===== config.mk =====
export PLATFORM = sky130hd
export DESIGN_NAME = drop_tail_packet_queue_unit
export DESIGN_NICKNAME = d
export VERILOG_FILES = /design/src/rtl/dtpq_pkg.sv /design/src/rtl/dtpq_cell.sv /design/src/rtl/dtpq_totals.sv /design/src/rtl/drop_tail_packet_queue_unit.sv
export VERILOG_INCLUDE_DIRS = /design/src /design/src/rtl
export SDC_FILE = /design/constraint.sdc
export NUM_CORES = 2
export LEC_CHECK = 0
export BUFFER_PORTS_ARGS = -buffer_cell sky130_fd_sc_hd__buf_2
export CORE_MARGIN = 4
export CORE_UTILIZATION = 65
export CTS_BUF_LIST = sky130_fd_sc_hd__clkbuf_2
export DETAILED_ROUTE_END_ITERATION = 16
export HOLD_SLACK_MARGIN = 0.15
export PLACE_DENSITY_LB_ADDON = 0.15
export SYNTH_ARGS = -nofsm -noshare
export SYNTH_HDL_FRONTEND = slang
export SYNTH_HIERARCHICAL = 1
export SYNTH_SLANG_ARGS = --single-unit

===== constraint.sdc =====
create_clock -name i_clk -period 5.5 [get_ports i_clk]
set_clock_uncertainty 0.15 [all_clocks]
set_input_delay 0.55 -clock i_clk [delete_from_list [all_inputs] [get_ports i_clk]]
set_output_delay 0.55 -clock i_clk [all_outputs]
set_load 0.03 [all_outputs]

===== src/rtl/drop_tail_packet_queue_unit_assert.svh =====
// Assertion macros shared by the drop-tail packet queue RTL.
// Depends on nothing; included by modules that carry concurrent checks.
`ifndef DROP_TAIL_PACKET_QUEUE_UNIT_ASSERT_SVH
`define DROP_TAIL_PACKET_QUEUE_UNIT_ASSERT_SVH

// Same-cycle implication, disabled while reset is low
`define DTPQ_ASSERT_IMP(label, clk, rst_n, ante, cons, msg) \
    label: assert property (@(posedge clk) disable iff (!(rst_n)) \
        (ante) |-> (cons)) else $error(msg);

// Next-cycle implication, disabled while reset is low
`define DTPQ_ASSERT_NXT(label, clk, rst_n, ante, cons, msg) \
    label: assert property (@(posedge clk) disable iff (!(rst_n)) \
        (ante) |=> (cons)) else $error(msg);

`endif


===== src/rtl/dtpq_pkg.sv =====
// Shared constants and types for the drop-tail packet queue.
// No dependencies; imported by every module of the block.
package dtpq_pkg;

    localparam int QUEUE_DEPTH = 32;
    localparam int CNT_W       = $clog2(QUEUE_DEPTH + 1);
    localparam int TIME_W      = 32;
    localparam int CTR_W       = 32;
    localparam int SUM_W       = 48;
    localparam int OCC_W       = 6;

    // item mode codes
    localparam logic MODE_ARRIVAL = 1'b0;
    localparam logic MODE_SERVE   = 1'b1;

    // contents of one cell of the chain
    typedef struct packed {
        logic              valid;
        logic [TIME_W-1:0] stamp;
    } t_cell;

    // chain-wide control for one beat
    typedef struct packed {
        logic push;
        logic pop;
    } t_cell_ctl;

    // first-stage result handed to the totals stage
    typedef struct packed {
        logic              vld;
        logic              acc;
        logic              drp;
        logic              srv;
        logic [TIME_W-1:0] wait_time;
        logic [OCC_W-1:0]  occ;
    } t_s1;

endpackage


===== src/rtl/dtpq_cell.sv =====
// One slot of the timestamp chain: holds a stamp and its valid bit.
// Depends on dtpq_pkg. Cell 0 is the oldest entry; pops shift toward it.
module dtpq_cell
    import dtpq_pkg::*;
(
    input  logic              i_clk,
    input  logic              i_rst_n,
    input  t_cell_ctl         i_ctl,
    input  logic              i_prev_valid,
    input  t_cell             i_next,
    input  logic [TIME_W-1:0] i_push_stamp,
    output t_cell             o_cell
);

    logic              r_valid;
    logic [TIME_W-1:0] r_stamp;
    logic              n_valid;
    logic [TIME_W-1:0] n_stamp;

    // pop takes the neighbour's entry; push fills the first empty cell
    always_comb begin
        n_valid = r_valid;
        n_stamp = r_stamp;
        if (i_ctl.pop) begin
            n_valid = i_next.valid;
            n_stamp = i_next.stamp;
        end else if (i_ctl.push && !r_valid && i_prev_valid) begin
            n_valid = 1'b1;
            n_stamp = i_push_stamp;
        end
    end

    always_ff @(posedge i_clk) begin
        if (!i_rst_n) begin
            r_valid <= 1'b0;
        end else begin
            r_valid <= n_valid;
        end
    end

    // stamp carries no reset
    always_ff @(posedge i_clk) begin
        r_stamp <= n_stamp;
    end

    assign o_cell.valid = r_valid;
    assign o_cell.stamp = r_stamp;

endmodule


===== src/rtl/dtpq_totals.sv =====
// Second stage: saturating totals and the registered result beat.
// Depends on dtpq_pkg; fed by the first stage of the top level.
module dtpq_totals
    import dtpq_pkg::*;
(
    input  logic              i_clk,
    input  logic              i_rst_n,
    input  t_s1               i_s1,
    output logic              o_done,
    output logic              o_accepted,
    output logic              o_dropped,
    output logic              o_served,
    output logic [TIME_W-1:0] o_wait_time,
    output logic [OCC_W-1:0]  o_occupancy,
    output logic [CTR_W-1:0]  o_drop_total,
    output logic [CTR_W-1:0]  o_accept_total,
    output logic [SUM_W-1:0]  o_wait_sum
);

    logic              r_done;
    logic              r_acc;
    logic              r_drp;
    logic              r_srv;
    logic [TIME_W-1:0] r_wait;
    logic [OCC_W-1:0]  r_occ;
    logic [CTR_W-1:0]  r_drop_total;
    logic [CTR_W-1:0]  r_accept_total;
    logic [SUM_W-1:0]  r_wait_sum;
    logic [CTR_W-1:0]  n_drop_total;
    logic [CTR_W-1:0]  n_accept_total;
    logic [SUM_W-1:0]  n_wait_sum;
    logic [SUM_W:0]    w_sum_ext;

    assign w_sum_ext = {1'b0, r_wait_sum} + (SUM_W + 1)'(i_s1.wait_time);

    // saturating updates
    always_comb begin
        n_drop_total   = r_drop_total;
        n_accept_total = r_accept_total;
        n_wait_sum     = r_wait_sum;
        if (i_s1.vld) begin
            if (i_s1.drp && (r_drop_total != '1)) begin
                n_drop_total = r_drop_total + CTR_W'(1);
            end
            if (i_s1.acc && (r_accept_total != '1)) begin
                n_accept_total = r_accept_total + CTR_W'(1);
            end
            if (i_s1.srv) begin
                n_wait_sum = w_sum_ext[SUM_W] ? '1 : w_sum_ext[SUM_W-1:0];
            end
        end
    end

    always_ff @(posedge i_clk) begin
        if (!i_rst_n) begin
            r_done         <= 1'b0;
            r_drop_total   <= '0;
            r_accept_total <= '0;
            r_wait_sum     <= '0;
        end else begin
            r_done         <= i_s1.vld;
            r_drop_total   <= n_drop_total;
            r_accept_total <= n_accept_total;
            r_wait_sum     <= n_wait_sum;
        end
    end

    // result payload, no reset
    always_ff @(posedge i_clk) begin
        if (i_s1.vld) begin
            r_acc  <= i_s1.acc;
            r_drp  <= i_s1.drp;
            r_srv  <= i_s1.srv;
            r_wait <= i_s1.wait_time;
            r_occ  <= i_s1.occ;
        end
    end

    assign o_done         = r_done;
    assign o_accepted     = r_acc;
    assign o_dropped      = r_drp;
    assign o_served       = r_srv;
    assign o_wait_time    = r_wait;
    assign o_occupancy    = r_occ;
    assign o_drop_total   = r_drop_total;
    assign o_accept_total = r_accept_total;
    assign o_wait_sum     = r_wait_sum;

endmodule


===== src/rtl/drop_tail_packet_queue_unit.sv =====
// Top level of the drop-tail packet queue: cell chain, first stage, totals.
// Depends on dtpq_pkg, dtpq_cell, dtpq_totals and the assertion header.
//
//  channel  | direction | handshake           | beat fields
//  ---------+-----------+---------------------+----------------------------------
//  item     | in        | start & !busy       | i_mode, i_now_time
//  result   | out       | o_done (one cycle)  | o_accepted .. o_wait_sum
//
// One item per clock; busy stays low. A taken item is registered first in the
// first stage (fill count, flags, wait subtraction), then in the totals stage
// with the 48-bit saturating sum. The head of the queue is always cell 0, so
// a serve needs no indexed read. Reset is synchronous and clears the cell
// valid bits, the fill count and the totals. The receiver cannot stall.
`include "drop_tail_packet_queue_unit_assert.svh"

module drop_tail_packet_queue_unit
    import dtpq_pkg::*;
(
    input  logic              i_clk,
    input  logic              i_rst_n,
    input  logic              start,
    output logic              busy,
    input  logic              i_mode,
    input  logic [TIME_W-1:0] i_now_time,
    output logic              o_done,
    output logic              o_accepted,
    output logic              o_dropped,
    output logic              o_served,
    output logic [TIME_W-1:0] o_wait_time,
    output logic [OCC_W-1:0]  o_occupancy,
    output logic [CTR_W-1:0]  o_drop_total,
    output logic [CTR_W-1:0]  o_accept_total,
    output logic [SUM_W-1:0]  o_wait_sum
);

    logic             w_take;
    logic             w_full;
    logic             w_empty;
    t_cell_ctl        w_ctl;
    t_cell            w_cell [QUEUE_DEPTH];
    logic [CNT_W-1:0] r_count;
    logic [CNT_W-1:0] n_count;
    logic [TIME_W:0]  w_diff;
    t_s1              r_s1;
    t_s1              n_s1;

    assign busy    = 1'b0;
    assign w_take  = start && !busy;
    assign w_full  = (r_count == CNT_W'(QUEUE_DEPTH));
    assign w_empty = (r_count == '0);

    assign w_ctl.push = w_take && (i_mode == MODE_ARRIVAL) && !w_full;
    assign w_ctl.pop  = w_take && (i_mode == MODE_SERVE) && !w_empty;

    // chain of cells, entry 0 oldest
    for (genvar g = 0; g < QUEUE_DEPTH; g++) begin : g_cell
        t_cell w_next;
        logic  w_prev_valid;

        if (g == QUEUE_DEPTH - 1) begin : g_last
            assign w_next = '0;
        end else begin : g_mid
            assign w_next = w_cell[g+1];
        end

        if (g == 0) begin : g_first
            assign w_prev_valid = 1'b1;
        end else begin : g_rest
            assign w_prev_valid = w_cell[g-1].valid;
        end

        dtpq_cell u_cell (
            .i_clk        (i_clk),
            .i_rst_n      (i_rst_n),
            .i_ctl        (w_ctl),
            .i_prev_valid (w_prev_valid),
            .i_next       (w_next),
            .i_push_stamp (i_now_time),
            .o_cell       (w_cell[g])
        );
    end

    // waiting time against the head stamp, floored at zero
    assign w_diff = {1'b0, i_now_time} - {1'b0, w_cell[0].stamp};

    // first stage: fill count, per-beat flags, wait time and occupancy
    always_comb begin
        n_count = r_count;
        if (w_ctl.push) begin
            n_count = r_count + CNT_W'(1);
        end else if (w_ctl.pop) begin
            n_count = r_count - CNT_W'(1);
        end
        n_s1.vld       = w_take;
        n_s1.acc       = w_ctl.push;
        n_s1.drp       = w_take && (i_mode == MODE_ARRIVAL) && w_full;
        n_s1.srv       = w_ctl.pop;
        n_s1.wait_time = (w_ctl.pop && !w_diff[TIME_W]) ? w_diff[TIME_W-1:0] : '0;
        n_s1.occ       = OCC_W'(n_count);
    end

    always_ff @(posedge i_clk) begin
        if (!i_rst_n) begin
            r_count <= '0;
            r_s1    <= '0;
        end else begin
            r_count <= n_count;
            r_s1    <= n_s1;
        end
    end

    dtpq_totals u_totals (
        .i_clk          (i_clk),
        .i_rst_n        (i_rst_n),
        .i_s1           (r_s1),
        .o_done         (o_done),
        .o_accepted     (o_accepted),
        .o_dropped      (o_dropped),
        .o_served       (o_served),
        .o_wait_time    (o_wait_time),
        .o_occupancy    (o_occupancy),
        .o_drop_total   (o_drop_total),
        .o_accept_total (o_accept_total),
        .o_wait_sum     (o_wait_sum)
    );

    // checks
    `DTPQ_ASSERT_IMP(a_head_matches_count, i_clk, i_rst_n, 1'b1, (w_empty == !w_cell[0].valid), "head cell valid disagrees with fill count")
    `DTPQ_ASSERT_IMP(a_count_bound, i_clk, i_rst_n, 1'b1, (r_count <= CNT_W'(QUEUE_DEPTH)), "fill count beyond queue depth")
    `DTPQ_ASSERT_NXT(a_full_drops, i_clk, i_rst_n, (w_take && (i_mode == MODE_ARRIVAL) && w_full), (r_s1.drp && (r_count == $past(r_count))), "arrival on full queue not dropped")
    `DTPQ_ASSERT_NXT(a_result_follows, i_clk, i_rst_n, r_s1.vld, (o_done && $onehot0({o_accepted, o_dropped, o_served})), "result beat missing or flags clash")

endmodule

==> flow_summary.toml <==
[clock_network]
cts_setup_buffers = 0
clk_pin_slew_ps = 90
cts_buffers = 329
clk_latency_ps = 1450
h-tree-depth = 5
cts_tree = "yes"
cts.sinks = 1252
cts_buffer_depth = 4
cts-root-buf = "clkbuf_2"

[power_and_ir_drop]
p_per_area_nw_per_um2 = 393.2
switching_share = 0.2867
switchingPower_w = 0.007417
seq_power_share = 0.513
power_frac_clock = 0.234
p_leak_nw = 25.65
vdd_drop_max_mv = 0.2940
power_w = 0.02587
comb_power_share = 0.253
p_int_w = 0.01846

[timing]
tightest_slew_ps = 1263
fin_crit_sh = 0.8433
grt_setup_unrepaired = "no"
whs_ps = 296.6
min_period_ps = 4638
hold_viol_final = 0
fmax_ghz = 0.2156
drv_slew = 0
final.setup.tns_ps = 0
setup_violations = 0
relSlewSlack = 0.1468

[synthesis]
yosys_warnings = 6
synth.largest_area_cell = "edfxtp_1"
synth_common_cells = "edfxtp_1, mux2_4, dfxtp_1, mux2_2, nor2_1"
yosys_register_bits = 1252
synthTopCellsByArea = "edfxtp_1, mux2_4, dfxtp_1, mux2_2, buf_6"
yosysMostFrequentCell = "edfxtp_1"
syn_area_sq_um = 60470
syn_inst = 3699
synth_edf_count = 1065
avgSynthCellArea_sq_um = 16.35
seq_area_frac_synth = 0.5908
synth_ff_type = "edfxtp_1"
synth-async-reset-ratio = 0
yosysTopAreaCellShare = 0.5289
yosysUniqueCellTypes = 83

[setup_path]
critPathMostFrequentCell = "dlygate4sd3_1"
crit_type = "primary input to flop"
cp_max_fo = 33
r2r-start = "g_cell[0].u_cell/r_stamp[29]"
r2r-end = "r_s1[35]"
critical-path-slowest-cell = "dlygate4sd3_1"
crit_required_ps = 6630
cp-startpoint = "i_now_time[0]"
worstSetupStartpointType = "primary input"
r2r_slack_ps = 1430
crit_buf_inv = 5
crit_chain = "dlygate4sd3_1 > buf_2 > dlygate4sd3_1 > inv_1 > ha_1 > fa_1 > nand2b_1 > a21oi_2 > o211ai_4 > o31ai_4 > a211oi_4 > a21oi_2 > a21oi_4 > dlygate4sd3_1 > nor3_1"
cp_slowest_stage_delay_ps = 1280
crit_path_end = "r_s1[35]"
critPathTopFamily = "buffers and inverters"
arrival_ps = 5770
worst-path-stages = 15
r2r_cells = 10
cp-end-kind = "flop"

[layout]
nets = 4335
finish.utilization = 0.7157
fill_cells = 6165
areaGrowthSynthToFinish_pct = 8.830
drive_gt1_frac = 0.4379
final_cell_area_sq_um = 65800
multi_input_area_sq_um = 22450
seqCellArea_sq_um = 35730

[global_routing]
grt_overflow = 0
grt_pass1_vias = 33290
grtUsageTotal = 0.2270
antenna_found_initial = 8
grt_max_degree = 96
grt_pass1_wl_mm = 178.6

[route]
first_pass_iters = 5
postRouteAntennaNets = 0
routed_via_density = 5.634
drt_iter0_drc = 2227
num_vias = 32100
drcViolationCount = 0
wl_mm = 111.6
wl_per_cell_um = 19.58

[status]
status = "complete, no violations"

[placement]
io_buffers = 189
dp_hpwl_mm = 65.98
place.gp.congestion = 0.9265
placed_area_sq_um = 61830

[die]
fp-row-count = 111
die-area_sq_um = 97970
dieWidth_um = 313
fp.coreArea_sq_um = 91940
pin_count = 191
initial_utilization = 0.6577
die_h_um = 313

[flow_run]
drv_cap = 0

[hold_path]
hp-class = "flop to flop"
==> final cells by class <==
| type | count | area share |
|---|---|---|
| multi-input cells | 2145 | 0.3412 |
| diodes | 3 | 0.0001141 |
| clock inverters | 69 | 0.005305 |
| clock buffers | 487 | 0.03704 |
| repair buffers | 375 | 0.04278 |
| inverters | 123 | 0.007016 |
| flip-flops and latches | 1252 | 0.5429 |
| well taps | 1243 | 0.02363 |
==> state kept, by name, indices dropped and copies added (netlist names), 6 cells and up <==
signal	count
u_totals/o_accept_total	32
u_totals/o_drop_total	32
g_cell.u_cell/r_valid	32
r_s1	36
u_totals/o_occupancy	6
u_totals/o_wait_time	32
r_count	6
u_totals/o_wait_sum	48
g_cell.u_cell/r_stamp	1024
==> layout by cell type (no fill, tap or decap), types with 70 or more instances in the layout <==
cell           netlist  layout
mux2_4             864     864
dfxtp_1            187     186
inv_1              123     122
buf_2                6     189
dlygate4sd3_1        0     104
edfxtp_1          1065    1065
clkbuf_2             0     487
nor2_1             135     135
a21oi_1            101     101
ha_1                70      70
mux2_2             160     160
nand2_1            118     118
o21ai_0             81      81
==> kinds of logic after synthesis <==
group	share of synthesized area
flip-flops	0.5908
multiplexers	0.2452
AND/OR/NAND/NOR	0.04370
AO/OA/AOI/OAI	0.04449
buffers and inverters	0.04399
XOR/XNOR	0.01622
adder cells (fa/ha/maj)	0.01548
other	0.0001242
==> power by group through the flow <==
stage | sequential, W | clock, W | combinational, W
global route | 0.0134 | 0.00688 | 0.00700
detailed placement | 0.0135 | 0 | 0.00644
finish | 0.0133 | 0.00606 | 0.00654
CTS | 0.0133 | 0.00634 | 0.00658
floorplan | 0.0134 | 0 | 0.00561
global placement | 0.0134 | 0 | 0.00631
==> routing by layer <==
layer / part of all wire / vias to the layer above / global-route usage / wire length [um]
met5: 0 / - / 0 / 0
met4: 0.019 / 0 / 0.07518 / 2111
met3: 0.051 / 175 / 0.04621 / 5690
met2: 0.47 / 827 / 0.3623 / 52040
met1: 0.46 / 15940 / 0.3151 / 51710
li1: - / 15150 / - / -
==> through the flow <==
step / setup WS (ps) / cells
finish: 862.1 / 5697
global route: 602.9 / 5696
CTS: 1115 / 5694
detailed placement: 1500 / 5027
global placement: 1563 / 5027
floorplan: 570.4 / 3732
==> how the worst min path moves through the flow <==
stage,slack (ps),depth (start not counted),endpoint,from
after detailed placement,290,0,u_totals/o_occupancy[5],r_count[5]
after global placement,290,0,u_totals/o_wait_time[12],r_s1[18]
after global routing,280,4,g_cell[17].u_cell/r_stamp[25],i_now_time[25]
after floorplan,260,0,u_totals/o_wait_time[0],r_s1[6]
final,300,0,u_totals/o_wait_time[0],r_s1[6]
after CTS,170,6,r_s1[32],i_now_time[26]
==> timing repair <==
item | in CTS | in global routing
gates resized for setup | 0 | 0
endpoints found under the hold margin | 1615 | 0
hold buffers | 111 | 0
No activity file was read; power rests on OpenSTA's default activity.
